===== src/rtl/dun_hs_pkg.sv =====
// Shared types, codes and the handshake pattern for the string handshake core.
`default_nettype none
package dun_hs_pkg;

  localparam int unsigned TIMEOUT_W = 16;
  localparam int unsigned LEN_W     = 4;

  localparam logic [LEN_W-1:0] SHORT_LEN = 4'd6;
  localparam logic [LEN_W-1:0] LONG_LEN  = 4'd12;

  localparam logic [7:0] CHAR_NUL   = 8'h00;
  localparam logic [7:0] CHAR_C     = 8'h43;
  localparam logic [7:0] CHAR_TILDE = 8'h7E;

  typedef enum logic [1:0] {
    OP_START = 2'd0,
    OP_BYTE  = 2'd1,
    OP_TICK  = 2'd2,
    OP_CLOSE = 2'd3
  } opcode_t;

  typedef enum logic [1:0] {
    ST_OK      = 2'd0,
    ST_FAIL    = 2'd1,
    ST_TIMEOUT = 2'd2
  } status_t;

  typedef enum logic {
    CFG_IS_SERVER = 1'b0,
    CFG_TIMEOUT   = 1'b1
  } cfg_index_t;

  typedef enum logic [2:0] {
    PH_IDLE = 3'b001,
    PH_WAIT = 3'b010,
    PH_DONE = 3'b100
  } phase_t;

  // Words to send, whether a finished word follows them, and its status and ppp flag.
  typedef struct packed {
    logic [LEN_W-1:0] send_len;
    logic             fin;
    logic [1:0]       status;
    logic             ppp;
  } burst_t;

  function automatic logic [7:0] pat_char(input logic [LEN_W-1:0] idx);
    logic [7:0] ch;
    unique case (idx)
      4'd0:    ch = 8'h43;
      4'd1:    ch = 8'h4C;
      4'd2:    ch = 8'h49;
      4'd3:    ch = 8'h45;
      4'd4:    ch = 8'h4E;
      4'd5:    ch = 8'h54;
      4'd6:    ch = 8'h53;
      4'd7:    ch = 8'h45;
      4'd8:    ch = 8'h52;
      4'd9:    ch = 8'h56;
      4'd10:   ch = 8'h45;
      4'd11:   ch = 8'h52;
      default: ch = 8'h00;
    endcase
    return ch;
  endfunction

endpackage
`default_nettype wire


===== src/rtl/dun_hs_if.sv =====
// Channel interfaces for commands, result words and register writes.
`default_nettype none
interface dun_hs_cmd_if;
  logic       valid;
  logic       ready;
  logic [1:0] opcode;
  logic [7:0] rx_byte;
  modport source (output valid, output opcode, output rx_byte, input ready);
  modport sink   (input valid, input opcode, input rx_byte, output ready);
endinterface

interface dun_hs_res_if;
  logic       valid;
  logic       ready;
  logic       kind;
  logic [7:0] tx_byte;
  logic [1:0] status;
  logic       ppp_seen;
  logic       last;
  modport source (output valid, output kind, output tx_byte, output status,
                  output ppp_seen, output last, input ready);
  modport sink   (input valid, input kind, input tx_byte, input status,
                  input ppp_seen, input last, output ready);
endinterface

interface dun_hs_cfg_if;
  logic        valid;
  logic        ready;
  logic        index;
  logic [15:0] data;
  modport source (output valid, output index, output data, input ready);
  modport sink   (input valid, input index, input data, output ready);
endinterface
`default_nettype wire


===== src/rtl/dun_string_handshake_core.sv =====
// Top level of the string handshake core over a byte link.
//
//   channel  dir  words                      handshake
//   cfg      in   index, data (16 bit)       valid/ready, always ready
//   cmd      in   opcode, rx_byte            valid/ready
//   res      out  kind, tx_byte, status,     valid/ready
//                 ppp_seen, last
//
// A taken command waits in a command register until the sequencer can take its
// words; it yields 0 to 13 words. Words leave at one per cycle while res is ready.
// The sequencer holding the word burst sets the rate; the next command waits
// only when it produces words while the previous burst is still draining.
// Reset (rst, synchronous) returns the core to idle with no words pending.
`default_nettype none
module dun_string_handshake_core #(
  parameter int unsigned WINDOW_BYTES = 39,
  parameter int unsigned ATTEMPTS     = 4
) (
  input wire logic   clk,
  input wire logic   rst,
  dun_hs_cfg_if.sink cfg,
  dun_hs_cmd_if.sink cmd,
  dun_hs_res_if.source res
);

  dun_hs_pkg::burst_t burst;
  logic               burst_valid;
  logic               emit_free;

  dun_hs_engine #(
    .WINDOW_BYTES(WINDOW_BYTES),
    .ATTEMPTS    (ATTEMPTS)
  ) u_engine (
    .clk        (clk),
    .rst        (rst),
    .cfg        (cfg),
    .cmd        (cmd),
    .emit_free  (emit_free),
    .burst      (burst),
    .burst_valid(burst_valid)
  );

  dun_hs_emitter u_emitter (
    .clk        (clk),
    .rst        (rst),
    .burst      (burst),
    .burst_valid(burst_valid),
    .emit_free  (emit_free),
    .res        (res)
  );

endmodule
`default_nettype wire


===== src/rtl/dun_hs_engine.sv =====
// Command register, configuration and handshake state update.
`default_nettype none
module dun_hs_engine #(
  parameter int unsigned WINDOW_BYTES = 39,
  parameter int unsigned ATTEMPTS     = 4
) (
  input  wire logic          clk,
  input  wire logic          rst,
  dun_hs_cfg_if.sink         cfg,
  dun_hs_cmd_if.sink         cmd,
  input  wire logic          emit_free,
  output dun_hs_pkg::burst_t burst,
  output logic               burst_valid
);

  localparam int unsigned FILL_W    = $clog2(WINDOW_BYTES + 1);
  localparam int unsigned ATT_W     = $clog2(ATTEMPTS + 1);
  localparam int unsigned TW        = dun_hs_pkg::TIMEOUT_W;
  localparam int unsigned DIV_SHIFT = TW + $clog2(ATTEMPTS);
  localparam int unsigned MULT_W    = DIV_SHIFT + 1;
  localparam longint unsigned DIV_MULT =
    ((64'd1 << DIV_SHIFT) + ATTEMPTS - 1) / ATTEMPTS;

  logic          is_server;
  logic [TW-1:0] timeout_ticks;
  logic [TW-1:0] client_limit;
  logic [TW+MULT_W-1:0] quot_prod;

  logic        cmd_vq;
  logic [1:0]  op_q;
  logic [7:0]  byte_q;
  logic        advance;
  logic        burst_empty;

  dun_hs_pkg::phase_t phase, phase_next;
  logic [ATT_W-1:0]  attempts_left, attempts_left_next;
  logic [TW-1:0]     tick_count, tick_count_next;
  logic [FILL_W-1:0] fill_count, fill_count_next;
  logic [dun_hs_pkg::LEN_W-1:0] match_progress, match_progress_next;
  logic tilde_seen, tilde_seen_next;
  logic nul_seen, nul_seen_next;

  logic [dun_hs_pkg::LEN_W-1:0] patlen;
  logic [FILL_W-1:0]            fill_inc;
  logic [TW-1:0]                tick_inc;
  logic [TW-1:0]                limit;
  dun_hs_pkg::burst_t           burst_d;

  // The client per-attempt limit is a reciprocal multiply taken at the write.
  assign quot_prod = (TW+MULT_W)'(cfg.data) * (TW+MULT_W)'(DIV_MULT);
  assign cfg.ready = 1'b1;

  always_ff @(posedge clk) begin
    if (rst) begin
      is_server     <= 1'b0;
      timeout_ticks <= '0;
      client_limit  <= '0;
    end else if (cfg.valid) begin
      unique case (dun_hs_pkg::cfg_index_t'(cfg.index))
        dun_hs_pkg::CFG_IS_SERVER: is_server <= cfg.data[0];
        dun_hs_pkg::CFG_TIMEOUT: begin
          timeout_ticks <= cfg.data;
          client_limit  <= quot_prod[DIV_SHIFT +: TW];
        end
        default: ;
      endcase
    end
  end

  assign advance     = cmd_vq && (burst_empty || emit_free);
  assign cmd.ready   = !cmd_vq || advance;
  assign burst       = burst_d;
  assign burst_valid = advance && !burst_empty;

  always_ff @(posedge clk) begin
    if (rst) begin
      cmd_vq <= 1'b0;
    end else if (cmd.valid && cmd.ready) begin
      cmd_vq <= 1'b1;
    end else if (advance) begin
      cmd_vq <= 1'b0;
    end
  end

  always_ff @(posedge clk) begin
    if (cmd.valid && cmd.ready) begin
      op_q   <= cmd.opcode;
      byte_q <= cmd.rx_byte;
    end
  end

  assign patlen   = is_server ? dun_hs_pkg::SHORT_LEN : dun_hs_pkg::LONG_LEN;
  assign fill_inc = (fill_count < FILL_W'(WINDOW_BYTES)) ? fill_count + 1'b1 : fill_count;
  assign tick_inc = (tick_count != {TW{1'b1}}) ? tick_count + 1'b1 : tick_count;
  assign limit    = is_server ? timeout_ticks : client_limit;
  assign burst_empty = (burst_d.send_len == '0) && !burst_d.fin;

  always_comb begin
    phase_next          = phase;
    attempts_left_next  = attempts_left;
    tick_count_next     = tick_count;
    fill_count_next     = fill_count;
    match_progress_next = match_progress;
    tilde_seen_next     = tilde_seen;
    nul_seen_next       = nul_seen;
    burst_d             = '0;
    unique case (dun_hs_pkg::opcode_t'(op_q))
      dun_hs_pkg::OP_START: begin
        tick_count_next     = '0;
        fill_count_next     = '0;
        match_progress_next = '0;
        tilde_seen_next     = 1'b0;
        nul_seen_next       = 1'b0;
        attempts_left_next  = ATT_W'(ATTEMPTS);
        phase_next          = dun_hs_pkg::PH_WAIT;
        if (!is_server) begin
          burst_d.send_len = dun_hs_pkg::SHORT_LEN;
        end
      end
      dun_hs_pkg::OP_BYTE: begin
        if (phase == dun_hs_pkg::PH_WAIT) begin
          fill_count_next = fill_inc;
          if (!nul_seen) begin
            if (byte_q == dun_hs_pkg::CHAR_NUL) begin
              nul_seen_next = 1'b1;
            end else begin
              if (byte_q == dun_hs_pkg::CHAR_TILDE) begin
                tilde_seen_next = 1'b1;
              end
              if (match_progress < patlen) begin
                if (byte_q == dun_hs_pkg::pat_char(match_progress)) begin
                  match_progress_next = match_progress + 1'b1;
                end else begin
                  match_progress_next = (byte_q == dun_hs_pkg::CHAR_C) ? 4'd1 : 4'd0;
                end
              end
            end
          end
          if (fill_inc >= FILL_W'(patlen) && match_progress_next >= patlen) begin
            phase_next     = dun_hs_pkg::PH_DONE;
            burst_d.fin    = 1'b1;
            burst_d.status = dun_hs_pkg::ST_OK;
            if (is_server) begin
              burst_d.send_len = dun_hs_pkg::LONG_LEN;
            end
          end else if (fill_inc >= FILL_W'(patlen) && tilde_seen_next) begin
            phase_next     = dun_hs_pkg::PH_DONE;
            burst_d.fin    = 1'b1;
            burst_d.status = dun_hs_pkg::ST_OK;
            burst_d.ppp    = 1'b1;
          end else if (fill_inc >= FILL_W'(WINDOW_BYTES)) begin
            phase_next     = dun_hs_pkg::PH_DONE;
            burst_d.fin    = 1'b1;
            burst_d.status = dun_hs_pkg::ST_FAIL;
          end
        end
      end
      dun_hs_pkg::OP_TICK: begin
        if (phase == dun_hs_pkg::PH_WAIT && limit != '0) begin
          tick_count_next = tick_inc;
          if (tick_inc >= limit) begin
            if (!is_server && attempts_left > ATT_W'(1)) begin
              attempts_left_next  = attempts_left - 1'b1;
              tick_count_next     = '0;
              fill_count_next     = '0;
              match_progress_next = '0;
              tilde_seen_next     = 1'b0;
              nul_seen_next       = 1'b0;
              burst_d.send_len    = dun_hs_pkg::SHORT_LEN;
            end else begin
              attempts_left_next = '0;
              phase_next         = dun_hs_pkg::PH_DONE;
              burst_d.fin        = 1'b1;
              burst_d.status     = dun_hs_pkg::ST_TIMEOUT;
            end
          end
        end
      end
      dun_hs_pkg::OP_CLOSE: begin
        if (phase == dun_hs_pkg::PH_WAIT) begin
          phase_next     = dun_hs_pkg::PH_DONE;
          burst_d.fin    = 1'b1;
          burst_d.status = dun_hs_pkg::ST_FAIL;
        end
      end
      default: ;
    endcase
  end

  always_ff @(posedge clk) begin
    if (rst) begin
      phase          <= dun_hs_pkg::PH_IDLE;
      attempts_left  <= '0;
      tick_count     <= '0;
      fill_count     <= '0;
      match_progress <= '0;
      tilde_seen     <= 1'b0;
      nul_seen       <= 1'b0;
    end else if (advance) begin
      phase          <= phase_next;
      attempts_left  <= attempts_left_next;
      tick_count     <= tick_count_next;
      fill_count     <= fill_count_next;
      match_progress <= match_progress_next;
      tilde_seen     <= tilde_seen_next;
      nul_seen       <= nul_seen_next;
    end
  end

  a_fill_bounded: assert property (@(posedge clk) disable iff (rst)
    fill_count <= FILL_W'(WINDOW_BYTES))
    else $error("window fill count exceeds the window size");

  a_idle_no_attempts: assert property (@(posedge clk) disable iff (rst)
    phase == dun_hs_pkg::PH_IDLE |-> attempts_left == '0)
    else $error("attempts pending while idle");

  a_hold_unless_advance: assert property (@(posedge clk) disable iff (rst)
    cmd_vq && !advance |=> cmd_vq && $stable(op_q) && $stable(byte_q))
    else $error("held command lost before it was processed");

endmodule
`default_nettype wire


===== src/rtl/dun_hs_emitter.sv =====
// Result sequencer that plays out one burst of words per processed command that yields words.
`default_nettype none
module dun_hs_emitter (
  input  wire logic          clk,
  input  wire logic          rst,
  input  wire dun_hs_pkg::burst_t burst,
  input  wire logic          burst_valid,
  output logic               emit_free,
  dun_hs_res_if.source       res
);

  localparam int unsigned LW = dun_hs_pkg::LEN_W;

  logic               busy;
  logic [LW-1:0]      idx;
  dun_hs_pkg::burst_t cur;
  logic [LW-1:0]      total;
  logic               last_item;
  logic               is_fin;

  assign total     = cur.send_len + LW'(cur.fin);
  assign last_item = (idx == total - 1'b1);
  assign is_fin    = (idx >= cur.send_len);
  assign emit_free = !busy || (res.ready && last_item);

  assign res.valid    = busy;
  assign res.kind     = is_fin;
  assign res.tx_byte  = is_fin ? 8'h00 : dun_hs_pkg::pat_char(idx);
  assign res.status   = is_fin ? cur.status : dun_hs_pkg::ST_OK;
  assign res.ppp_seen = is_fin ? cur.ppp : 1'b0;
  assign res.last     = last_item;

  always_ff @(posedge clk) begin
    if (rst) begin
      busy <= 1'b0;
    end else if (burst_valid) begin
      busy <= 1'b1;
    end else if (res.valid && res.ready && last_item) begin
      busy <= 1'b0;
    end
  end

  always_ff @(posedge clk) begin
    if (burst_valid) begin
      idx <= '0;
      cur <= burst;
    end else if (res.valid && res.ready) begin
      idx <= idx + 1'b1;
    end
  end

  a_busy_nonempty: assert property (@(posedge clk) disable iff (rst)
    busy |-> total != '0 && idx < total)
    else $error("word index outside the current burst");

  a_load_only_free: assert property (@(posedge clk) disable iff (rst)
    burst_valid |-> emit_free)
    else $error("burst loaded over one still in flight");

  a_drain_ends: assert property (@(posedge clk) disable iff (rst)
    res.valid && res.ready && last_item && !burst_valid |=> !busy)
    else $error("sequencer stayed busy after its last word");

endmodule
`default_nettype wire


===== src/flat_wrapper.sv =====
// flat-port wrapper written by rule: the top's interface ports become plain ports
module dun_string_handshake_core_flat 
#(
  parameter int unsigned WINDOW_BYTES = 39,
  parameter int unsigned ATTEMPTS     = 4
)
  (clk, rst, cfg_valid, cfg_index, cfg_data, cfg_ready, cmd_valid, cmd_opcode, cmd_rx_byte, cmd_ready, res_valid, res_kind, res_tx_byte, res_status, res_ppp_seen, res_last, res_ready);
  dun_hs_cfg_if cfg_i ();
  dun_hs_cmd_if cmd_i ();
  dun_hs_res_if res_i ();
  input wire logic clk;
  input wire logic rst;
  input wire logic [$bits(cfg_i.valid)-1:0] cfg_valid;
  input wire logic [$bits(cfg_i.index)-1:0] cfg_index;
  input wire logic [$bits(cfg_i.data)-1:0] cfg_data;
  output wire logic [$bits(cfg_i.ready)-1:0] cfg_ready;
  input wire logic [$bits(cmd_i.valid)-1:0] cmd_valid;
  input wire logic [$bits(cmd_i.opcode)-1:0] cmd_opcode;
  input wire logic [$bits(cmd_i.rx_byte)-1:0] cmd_rx_byte;
  output wire logic [$bits(cmd_i.ready)-1:0] cmd_ready;
  output wire logic [$bits(res_i.valid)-1:0] res_valid;
  output wire logic [$bits(res_i.kind)-1:0] res_kind;
  output wire logic [$bits(res_i.tx_byte)-1:0] res_tx_byte;
  output wire logic [$bits(res_i.status)-1:0] res_status;
  output wire logic [$bits(res_i.ppp_seen)-1:0] res_ppp_seen;
  output wire logic [$bits(res_i.last)-1:0] res_last;
  input wire logic [$bits(res_i.ready)-1:0] res_ready;
  assign cfg_i.valid = cfg_valid;
  assign cfg_i.index = cfg_index;
  assign cfg_i.data = cfg_data;
  assign cfg_ready = cfg_i.ready;
  assign cmd_i.valid = cmd_valid;
  assign cmd_i.opcode = cmd_opcode;
  assign cmd_i.rx_byte = cmd_rx_byte;
  assign cmd_ready = cmd_i.ready;
  assign res_valid = res_i.valid;
  assign res_kind = res_i.kind;
  assign res_tx_byte = res_i.tx_byte;
  assign res_status = res_i.status;
  assign res_ppp_seen = res_i.ppp_seen;
  assign res_last = res_i.last;
  assign res_i.ready = res_ready;
  dun_string_handshake_core #(.WINDOW_BYTES(WINDOW_BYTES), .ATTEMPTS(ATTEMPTS)) u_core (.clk(clk), .rst(rst), .cfg(cfg_i), .cmd(cmd_i), .res(res_i));
endmodule

===== config.mk =====
export PLATFORM = sky130hd
export DESIGN_NAME = dun_string_handshake_core_flat
export DESIGN_NICKNAME = d
export VERILOG_FILES = /design/src/rtl/dun_hs_pkg.sv /design/src/rtl/dun_hs_if.sv /design/src/rtl/dun_string_handshake_core.sv /design/src/rtl/dun_hs_engine.sv /design/src/rtl/dun_hs_emitter.sv /design/src/flat_wrapper.sv
export SDC_FILE = /design/constraint.sdc
export NUM_CORES = 1
export LEC_CHECK = 0
export ABC_CLOCK_PERIOD_IN_PS = 5700
export BUFFER_PORTS_ARGS = -buffer_cell sky130_fd_sc_hd__buf_4
export CAP_MARGIN = 20
export CORE_MARGIN = 1
export CORE_UTILIZATION = 41
export DETAILED_ROUTE_END_ITERATION = 6
export MAX_ROUTING_LAYER = met4
export PLACE_DENSITY_LB_ADDON = 0.25
export SYNTH_ARGS = -nofsm -noshare
export SYNTH_HDL_FRONTEND = slang
export SYNTH_HIERARCHICAL = 1
export SYNTH_SLANG_ARGS = --single-unit

===== constraint.sdc =====
create_clock -name clk -period 5.7 [get_ports clk]
set_input_delay 0.855 -clock clk [delete_from_list [all_inputs] [get_ports clk]]
set_output_delay 0.855 -clock clk [all_outputs]
set_load 0.005 [all_outputs]

==> impl_metrics.csv, run 1 <==
group,metric,value,unit
setup_path,path_cells,"nand4_1 > nor2_2 > and4_1 > and3_1 > nand2b_1 > and4_1 > and3_1 > xor2_1 > ha_1 > nand3_1 > o21ai_0 > a211oi_2 > buf_4 > buf_4 > o21ai_0 > nand2_1 > nand3_1 > nand2_1 > nor2_1 > inv_1 > buf_4",
floorplanning,boundaryPins,48,
timing,setup_viol,0,
status,status,"completed",
hold_path,min-delay-start,"u_core/u_engine/phase[0]",
layout,final_util,0.482,
clock_tree,hold_buffers,0,
placement,io_buffers,44,
timing,drv_slew,0,
route,finalWirelength,12300,um
layout,layout-area-overhead-vs-synth,14.4,%
global_route,grt_max_degree,63,
layout,final_common_cell,"nand2_1",
yosys,netlist_area,5600,um^2
route,firstDrtPassIters,4,
setup_path,required,4.85,ns
layout,design_area,6400,um^2
floorplanning,start_util,0.421,
route,drc,0,
pwr,powerDensity,239,nW/um^2
yosys,synth-seq-cells,87,
layout,final_layout_size_suffix_gt1_frac,0.145,
timing,max_freq,189,MHz
yosys,yosysTopAreaCell,"dfxtp_1",
clock_tree,clockBufferDepth,2,
clock_tree,h-tree-depth,3,
hold_path,hold_class,"reg2reg",
global_route,grt_pass1_wl,20600,um
setup_path,startpoint,"u_core/u_engine/tick_count[3]",
clock_tree,cts_root_buffer,"clkbuf_16",
route,ant_nets,0,
global_route,grt_overflow,0,
yosys,syn-instance-count,663,
clock_tree,clock_sinks,87,
timing,finClkSkew,0.00832,ns
yosys,ys_seq_area_frac,0.343,
floorplanning,coreArea,13300,um^2
setup_path,cp-end-kind,"primary output",
yosys,synth.avg_cell_area,8.44,um^2
setup_path,arrival,4.43,ns
setup_path,crit_type,"reg2out",
clock_tree,clk_latency,0.35,ns
route,avgRoutedWirePerCell,14.0,um
global_route,antenna_found_initial,0,
layout,n_antenna_cell,0,
layout,nFillCells,1273,
clock_tree,numCtsBuffers,9,
timing,period_share,0.927,
placement,hpwl,9040,um
yosys,synth_edf_count,18,
timing,period_minus_slack,5.28,ns
setup_path,worstSetupStartpointType,"flop",
global_route,grtUsageTotal,0.185,
timing,slew_headroom,0.563,
yosys,ys_types,70,
pwr,ir_drop,0.137,mV
floorplanning,fp.dieArea,14100,um^2
setup_path,reg2reg_depth,22,
yosys,synth_ff_type,"dfxtp_1",
placement,place_congestion,0.865,
clock_tree,tritoncts,"built",
timing,setup_tns,0,ns
global_route,grt_pass1_vias,4423,
yosys,yosys_warnings,6,
hold_path,whs_endpoint,"u_core/u_engine/phase[0]",
route,drt_iter0_markers,317,
flow_run,drv_cap,0,
setup_path,slowest_stage,"dfxtp_1",
setup_path,reg2reg_setup_slack,0.44,ns
setup_path,cpPeakStageDelay,0.44,ns
yosys,ys_async_sr_fraction,0,
clock_tree,clk_pin_slew,0.06,ns
floorplanning,row_count,42,
hold_path,hold-path-cell-count,2,
setup_path,rr_startpoint,"u_core/u_engine/tick_count[3]",
route,viasPerCell,5.41,
layout,layout.nets,770,
timing,hold_viol_final,0,
placement,placed_area,6030,um^2
floorplanning,die_w,119,um
pwr,power,1.53,mW
floorplanning,fp.dieH,119,um
pwr,power.leakage,2.51,nW
layout,final_cell_mix,"nand2_1, dfxtp_1, a21oi_1",
setup_path,critPathMaxFanout,8,
yosys,ys_top_cells_by_area,"dfxtp_1, edfxtp_1, ha_1",
yosys,synth_top_area_frac,0.247,
timing,worst_pin_slew,0.656,ns
route,via_count,4749,
setup_path,crit_top_cell,"buf_4",
-- cell families (layout without fill, tap and decap cells) --
logic type / Yosys count / after routing / share of synthesized area
and+or+nand+nor: 273 / 273 / 0.254
adders and majority gates: 41 / 41 / 0.0916
muxes: 33 / 33 / 0.0610
DFF: 87 / 87 / 0.343
AOI/OAI and AO/OA: 136 / 136 / 0.157
buffers and inverters: 64 / 102 / 0.0505
xor gates and xnor gates: 26 / 26 / 0.0407
other: 3 / 4 / 0.00201
-- final cells by class --
cell class | instances | area, um^2 | share of cell area
multi-input cells | 513 | 3410 | 0.532
flip-flops and latches | 87 | 1920 | 0.300
repair buffers | 57 | 428 | 0.0668
clock buffers | 10 | 250 | 0.0391
well taps | 176 | 220 | 0.0344
inverters | 29 | 109 | 0.0170
clock inverters | 6 | 65.1 | 0.0102
-- stage by stage --
stage,hold slack (ns),instances,setup WS (ns)
2_1_floorplan,0.440,664,0.675
4_1_cts,0.467,872,0.0807
3_3_place_gp,0.449,856,0.412
6_report,0.462,878,0.416
3_5_place_dp,0.457,856,0.141
5_1_grt,0.497,878,-0.0227
-- worst max path at each step --
stage,endpoint,depth (start not counted)
after detailed placement,flop,22
after global placement,flop,22
final,cmd_ready,21
after CTS,cmd_ready,21
after floorplan,flop,25
after global routing,flop,24
-- timing repair --
action,4_1_cts,5_1_grt
endpoints found under the setup margin,0,36
setup buffers,0,6
gates resized for setup,0,5
-- power breakdown --
group | total (mW) | switching [mW] | internal, mW
Combinational | 0.233 | 0.115 | 0.118
Sequential | 0.683 | 0.0236 | 0.660
Clock | 0.616 | 0.250 | 0.367
Total | 1.53 | 0.388 | 1.15
-- synthesized netlist by cell type (4+ instances only) --
master	count
nand2_1	74
nor3b_1	10
nand2b_1	10
and3_1	12
a211oi_1	5
buf_4	4
nor3_1	4
a31oi_1	7
nand3b_1	6
nand3_1	19
inv_1	29
nand4_1	8
and4_1	4
or3_1	11
mux2i_1	27
buf_2	4
xnor2_1	24
ha_1	41
nor2b_1	14
mux2_2	5
and2_1	10
nor4_1	7
a21o_1	6
a21oi_1	62
clkbuf_1	22
o21ai_0	24
edfxtp_1	18
dfxtp_1	69
nor2_1	63
-- worst max-delay path: cells and delay by family (launching register included) --
kind | cells | cell delay, ns
XOR/XNOR | 1 | 0.17
buffers and inverters | 4 | 0.49
AND/OR/NAND/NOR | 12 | 2.16
AO/OA/AOI/OAI | 3 | 0.52
adder cells (fa/ha/maj) | 1 | 0.32
flip-flops | 1 | 0.44
-- per-layer routing --
metal | vias up | wire, um | GRT usage
met5 | - | 0 | -
met4 | 0 | 250 | 0.0720
met3 | 19 | 510 | 0.0374
met2 | 108 | 5710 | 0.283
met1 | 2219 | 5820 | 0.241
li1 | 2403 | - | -
Note: power is estimated with default switching activity, not from simulation.
==> run 2: changes to the inputs <==
--- a/config.mk
+++ b/config.mk
@@ -5,9 +5,11 @@
 export SDC_FILE = /design/constraint.sdc
 export NUM_CORES = 1
 export LEC_CHECK = 0
-export ABC_CLOCK_PERIOD_IN_PS = 5700
+export ABC_CLOCK_PERIOD_IN_PS = 6860
 export BUFFER_PORTS_ARGS = -buffer_cell sky130_fd_sc_hd__buf_4
 export CAP_MARGIN = 20
+export CELL_PAD_IN_SITES_DETAIL_PLACEMENT = 1
+export CELL_PAD_IN_SITES_GLOBAL_PLACEMENT = 1
 export CORE_MARGIN = 1
 export CORE_UTILIZATION = 41
 export DETAILED_ROUTE_END_ITERATION = 6
==> constraint.sdc (replaced) <==
create_clock -name clk -period 6.86 [get_ports clk]
set_input_delay 1.029 -clock clk [delete_from_list [all_inputs] [get_ports clk]]
set_output_delay 1.029 -clock clk [all_outputs]
set_load 0.005 [all_outputs]
==> run 2 against run 1 <==
- sequential share of layout area is 0.49 points higher
- register-to-register slack better by 0.53 ns
- highest routed layer unchanged
- first-iteration DRC count is 36% lower
- largest cell class unchanged
==> impl_metrics.csv, run 2 (synthesized netlist as in run 1, its figures left out) <==
group,metric,value,unit
clock_tree,h-tree-depth,3,
layout,layout.nets,759,
hold_path,whs_endpoint,"u_core/u_engine/phase[0]",
clock_tree,clk_latency,0.35,ns
timing,setup_tns,0,ns
global_route,grt_pass1_wl,24200,um
route,firstDrtPassIters,4,
global_route,grtUsageTotal,0.221,
placement,place_congestion,0.834,
clock_tree,clockBufferDepth,2,
hold_path,hold_class,"reg2reg",
floorplanning,coreArea,13300,um^2
route,drc,0,
pwr,ir_drop,0.106,mV
setup_path,reg2reg_setup_slack,0.97,ns
layout,n_antenna_cell,0,
timing,max_freq,170,MHz
timing,setup_viol,0,
clock_tree,clock_sinks,87,
global_route,grt_pass1_vias,4953,
clock_tree,postCtsSetupBuffers,0,
setup_path,reg2reg_depth,24,
route,avgRoutedWirePerCell,16.4,um
setup_path,crit_type,"reg2reg",
route,drt_iter0_markers,202,
floorplanning,boundaryPins,48,
timing,hold_viol_final,0,
global_route,antenna_found_initial,0,
clock_tree,clk_pin_slew,0.07,ns
setup_path,crit_top_cell,"nor2_1",
route,viasPerCell,5.50,
hold_path,hold-path-cell-count,2,
placement,hpwl,10700,um
floorplanning,start_util,0.421,
status,status,"completed",
timing,period_minus_slack,5.89,ns
pwr,internal-power,0.935,mW
timing,worst_pin_slew,1.07,ns
pwr,seq_power_share,0.450,
timing,slew_headroom,0.285,
setup_path,critPathTopFamily,"simple AND/OR/NAND/NOR gates",
setup_path,cpPeakStageDelay,0.46,ns
pwr,power_frac_comb,0.151,
setup_path,slowest_stage,"nor2_2",
setup_path,path_cells,"nand4_1 > nor2_1 > and4_1 > and3_1 > nand2b_1 > nand4_1 > nor2_1 > nand3_1 > xnor2_1 > ha_1 > and4_1 > a21oi_1 > a21oi_1 > a211oi_1 > o21ai_0 > a211oi_4 > a31oi_2 > nor2_2 > mux2i_1 > nor2_1 > inv_1 > ha_1 > nor2_1 > a211oi_1",
clock_tree,post_cts_resized,0,
placement,io_buffers,44,
timing,period_share,0.858,
setup_path,path_buf_inv,1,
pwr,powerDensity,201,nW/um^2
pwr,switching_share,0.260,
placement,placed_cells,851,
global_route,grt_overflow,0,
layout,layout-area-overhead-vs-synth,12.5,%
clock_tree,hold_buffers,0,
setup_path,arrival,6.14,ns
timing,finClkSkew,0.0105,ns
clock_tree,numCtsBuffers,9,
timing,drv_slew,0,
setup_path,required,7.12,ns
timing,whs,0.486,ns
floorplanning,row_count,42,
layout,final_common_cell,"nand2_1",
setup_path,rr_startpoint,"u_core/u_engine/tick_count[3]",
flow_run,drv_cap,0,
setup_path,critPathMaxFanout,10,
global_route,grt_max_degree,63,
layout,final_cell_mix,"nand2_1, dfxtp_1, nor2_1",
clock_tree,tritoncts,"built",
floorplanning,fp.dieArea,14100,um^2
timing,rsz0062_at_grt,"no",
pwr,power,1.26,mW
route,ant_nets,0,
floorplanning,die_w,119,um
layout,final_layout_size_suffix_gt1_frac,0.124,
clock_tree,cts_root_buffer,"clkbuf_16",
pwr,clock_power_share,0.399,
route,finalWirelength,14200,um
pwr,power.leakage,2.45,nW
layout,final_cell_count_no_fill,867,
hold_path,min-delay-start,"u_core/u_engine/phase[0]",
pwr,power_switching,0.329,mW
setup_path,cp-end-kind,"flop",
floorplanning,fp.dieH,119,um
route,via_count,4767,
setup_path,worstSetupStartpointType,"flop",
==> run 2: changes by cell type in the layout (fill, tap and decap cells not counted), sizes merged <==
cell	change
buf	-11
==> run 2: through the flow <==
step           cell area, um^2   util  worst slack, ns
6_report                  6300  0.474            0.973
5_1_grt                   6300  0.474            0.438
2_1_floorplan             5600      -             1.84
3_3_place_gp              5990  0.451             1.34
3_5_place_dp              5990  0.451            0.942
4_1_cts                   6300  0.474            0.874
==> run 2: layout make-up <==
class | instances | area [um^2]
fillers | 1591 | 7000
multi-input cells | 513 | 3400
flip-flops and latches | 87 | 1920
repair buffers | 46 | 345
clock buffers | 10 | 239
well taps | 176 | 220
inverters | 29 | 109
clock inverters | 6 | 67.6
==> run 2: how the worst max path moves through the flow <==
| stage | endpoint | slack, ns | cells past startpoint | start |
|---|---|---|---|---|
| after floorplan | flop | 1.84 | 25 | u_core/u_engine/tick_count[7] |
| after global placement | flop | 1.34 | 21 | u_core/u_engine/tick_count[3] |
| after detailed placement | flop | 0.94 | 23 | u_core/u_engine/tick_count[3] |
| after CTS | flop | 0.87 | 23 | u_core/u_engine/tick_count[3] |
| after global routing | flop | 0.44 | 24 | u_core/u_engine/tick_count[3] |
| final | flop | 0.97 | 24 | u_core/u_engine/tick_count[3] |
==> run 2: metal layers <==
| metal | wire [um] | vias up | share of wire | global-route usage |
|---|---|---|---|---|
| met5 | 0 | - | 0 | - |
| met4 | 266 | 0 | 0.019 | 0.0854 |
| met3 | 328 | 21 | 0.023 | 0.0374 |
| met2 | 6880 | 48 | 0.48 | 0.365 |
| met1 | 6730 | 2322 | 0.47 | 0.269 |
| li1 | - | 2376 | - | - |
==> run 2: worst min-delay path, delay by kind of cell, from the launching register on <==
kind                   cells  cell delay (ns)
flip-flops                 1             0.32
buffers and inverters      1             0.05
AO/OA/AOI/OAI              1             0.07
==> run 2: power groups by stage <==
stage	sequential, mW	combinational [mW]	clock [mW]
finish	0.568	0.191	0.505
floorplan	0.572	0.127	0
global route	0.572	0.216	0.539
detailed placement	0.580	0.192	0
global placement	0.579	0.181	0
CTS	0.569	0.194	0.519
==> run 3: changes to the inputs <==
--- a/config.mk
+++ b/config.mk
@@ -11,7 +11,7 @@
 export CELL_PAD_IN_SITES_DETAIL_PLACEMENT = 1
 export CELL_PAD_IN_SITES_GLOBAL_PLACEMENT = 1
 export CORE_MARGIN = 1
-export CORE_UTILIZATION = 41
+export CORE_UTILIZATION = 35
 export DETAILED_ROUTE_END_ITERATION = 6
 export MAX_ROUTING_LAYER = met4
 export PLACE_DENSITY_LB_ADDON = 0.25
==> run 3 against run 2 <==
- sequential share of layout area shrank 0.24 points
- first-iteration DRC count grew 23%
- clock skew shrank 0.0054 ns
- hold slack lost 0.0074 ns
- utilization shrank 6.2 points
- power grew 2.0%
==> impl_metrics.csv, run 3 (synthesized netlist as in run 1, its figures left out) <==
group,metric,value,unit
hold_path,hold_class,"reg2reg",
placement,hpwl,10800,um
timing,max_freq,165,MHz
timing,rsz0062_at_grt,"no",
global_route,grt_pass1_vias,4877,
floorplanning,die_w,128,um
layout,nFillCells,1863,
pwr,internal-power,0.959,mW
timing,slew_headroom,0.379,
layout,final_common_cell,"nand2_1",
layout,final_util,0.412,
route,firstDrtPassIters,5,
route,finalWirelength,14600,um
placement,placed_cells,886,
setup_path,required,7.11,ns
setup_path,arrival,6.31,ns
floorplanning,fp.dieH,128,um
placement,placed_area,6040,um^2
timing,period_minus_slack,6.06,ns
clock_tree,clock_sinks,87,
clock_tree,tritoncts,"built",
layout,layout.nets,759,
global_route,antenna_found_initial,0,
route,drc,0,
layout,final_layout_size_suffix_gt1_frac,0.122,
pwr,ir_drop,0.111,mV
floorplanning,coreArea,15400,um^2
route,via_count,4783,
global_route,grtUsageTotal,0.190,
clock_tree,clk_latency,0.35,ns
layout,design_area,6350,um^2
global_route,grt_max_degree,63,
clock_tree,clk_pin_slew,0.06,ns
global_route,grt_overflow,0,
timing,finClkSkew,0.00510,ns
placement,dp_slack,0.920,ns
route,avgRoutedWirePerCell,16.2,um
timing,hold_viol_final,0,
timing,drv_slew,0,
clock_tree,cts_root_buffer,"clkbuf_16",
layout,layout-area-overhead-vs-synth,13.4,%
clock_tree,post_cts_resized,0,
pwr,power.leakage,2.45,nW
pwr,power_switching,0.329,mW
flow_run,drv_cap,0,
clock_tree,clockBufferDepth,2,
setup_path,critPathTopFamily,"simple AND/OR/NAND/NOR gates",
setup_path,slowest_stage,"a211oi_1",
setup_path,crit_type,"reg2reg",
route,viasPerCell,5.30,
clock_tree,h-tree-depth,3,
pwr,power_frac_comb,0.149,
setup_path,cpPeakStageDelay,0.53,ns
setup_path,path_buf_inv,0,
global_route,grt_pass1_wl,24000,um
pwr,switching_share,0.256,
floorplanning,fp.dieArea,16500,um^2
timing,worst_pin_slew,0.930,ns
pwr,clock_power_share,0.409,
timing,period_share,0.883,
setup_path,worstSetupStartpointType,"flop",
floorplanning,row_count,45,
route,ant_nets,0,
placement,place_congestion,0.800,
setup_path,critPathMaxFanout,10,
clock_tree,numCtsBuffers,9,
layout,final_cell_count_no_fill,902,
pwr,powerDensity,203,nW/um^2
route,drt_iter0_markers,248,
timing,fin_ws,0.804,ns
clock_tree,hold_buffers,0,
layout,final_cell_mix,"nand2_1, dfxtp_1, nor2_1",
setup_path,cp-end-kind,"flop",
layout,n_antenna_cell,0,
floorplanning,start_util,0.363,
pwr,seq_power_share,0.442,
floorplanning,boundaryPins,48,
clock_tree,postCtsSetupBuffers,0,
setup_path,path_cells,"nand4_1 > nor2_1 > and4_1 > and3_1 > nand2b_1 > nand4_1 > nor2_1 > nand3_1 > xnor2_1 > ha_1 > and4_1 > a21oi_1 > a21oi_1 > a211oi_1 > o21ai_0 > a211oi_4 > a31oi_2 > nor2_2 > mux2i_1 > or2_2 > ha_1 > o32ai_1",
status,status,"completed",
placement,io_buffers,44,
timing,setup_tns,0,ns
timing,setup_viol,0,
==> run 3: changes by cell type in the layout (fill, tap and decap cells not counted), sizes merged <==
cell	before	now
clkinv	3	2
bufinv	1	2
==> run 3: worst paths after layout <==
kind / start / endpoint / slack (ns) / depth (start not counted)
worst max-delay path: u_core/u_engine/tick_count[4] / flop / 0.80 / 22
worst min-delay path: u_core/u_engine/attempts_left[1] / u_core/u_engine/attempts_left[1] / 0.48 / 2
worst max register to register: u_core/u_engine/tick_count[4] / flop / 0.80 / 22
worst min register to register: u_core/u_engine/attempts_left[1] / u_core/u_engine/attempts_left[1] / 0.48 / 2
==> run 3: layout make-up <==
type                       count  area (um^2)  share of cell area
clock buffer                  10          229              0.0361
tap                          211          264              0.0416
timing repair buffer          46          345              0.0544
multi-input combinational    513         3400               0.535
inverter                      29          109              0.0171
clock inverter                 6         83.8              0.0132
sequential                    87         1920               0.303
==> run 3: layer usage <==
metal | part of all wire | routed length (um) | track usage | vias to the layer above
met5 | 0 | 0 | - | -
met4 | 0.017 | 247 | 0.0727 | 0
met3 | 0.029 | 427 | 0.0225 | 16
met2 | 0.47 | 6900 | 0.315 | 66
met1 | 0.48 | 7060 | 0.237 | 2316
li1 | - | - | - | 2385
==> run 3: power by group through the flow <==
stage | sequential, mW | clock, mW | combinational [mW]
floorplan | 0.572 | 0 | 0.127
global placement | 0.579 | 0 | 0.184
detailed placement | 0.581 | 0 | 0.194
CTS | 0.569 | 0.544 | 0.196
global route | 0.573 | 0.561 | 0.215
finish | 0.569 | 0.527 | 0.192
==> run 3: worst reg2reg max path: stages (launching register included) <==
cell      delay (ns)
dfxtp_1         0.36
nand4_1         0.17
nor2_1          0.11
and4_1          0.24
and3_1          0.22
nand2b_1        0.26
nand4_1         0.23
nor2_1          0.35
nand3_1         0.19
xnor2_1         0.17
ha_1            0.30
and4_1          0.21
a21oi_1         0.15
a21oi_1         0.08
a211oi_1        0.53
o21ai_0         0.32
a211oi_4        0.27
a31oi_2         0.20
nor2_2          0.47
mux2i_1         0.16
or2_2           0.34
ha_1            0.33
o32ai_1         0.29
==> run 3: metrics by stage <==
stage               hold WS, ns  power (mW)
floorplan                 0.440       0.699
global placement          0.449       0.763
detailed placement        0.472       0.775
CTS                       0.481        1.31
global route              0.496        1.35
finish                    0.479        1.29
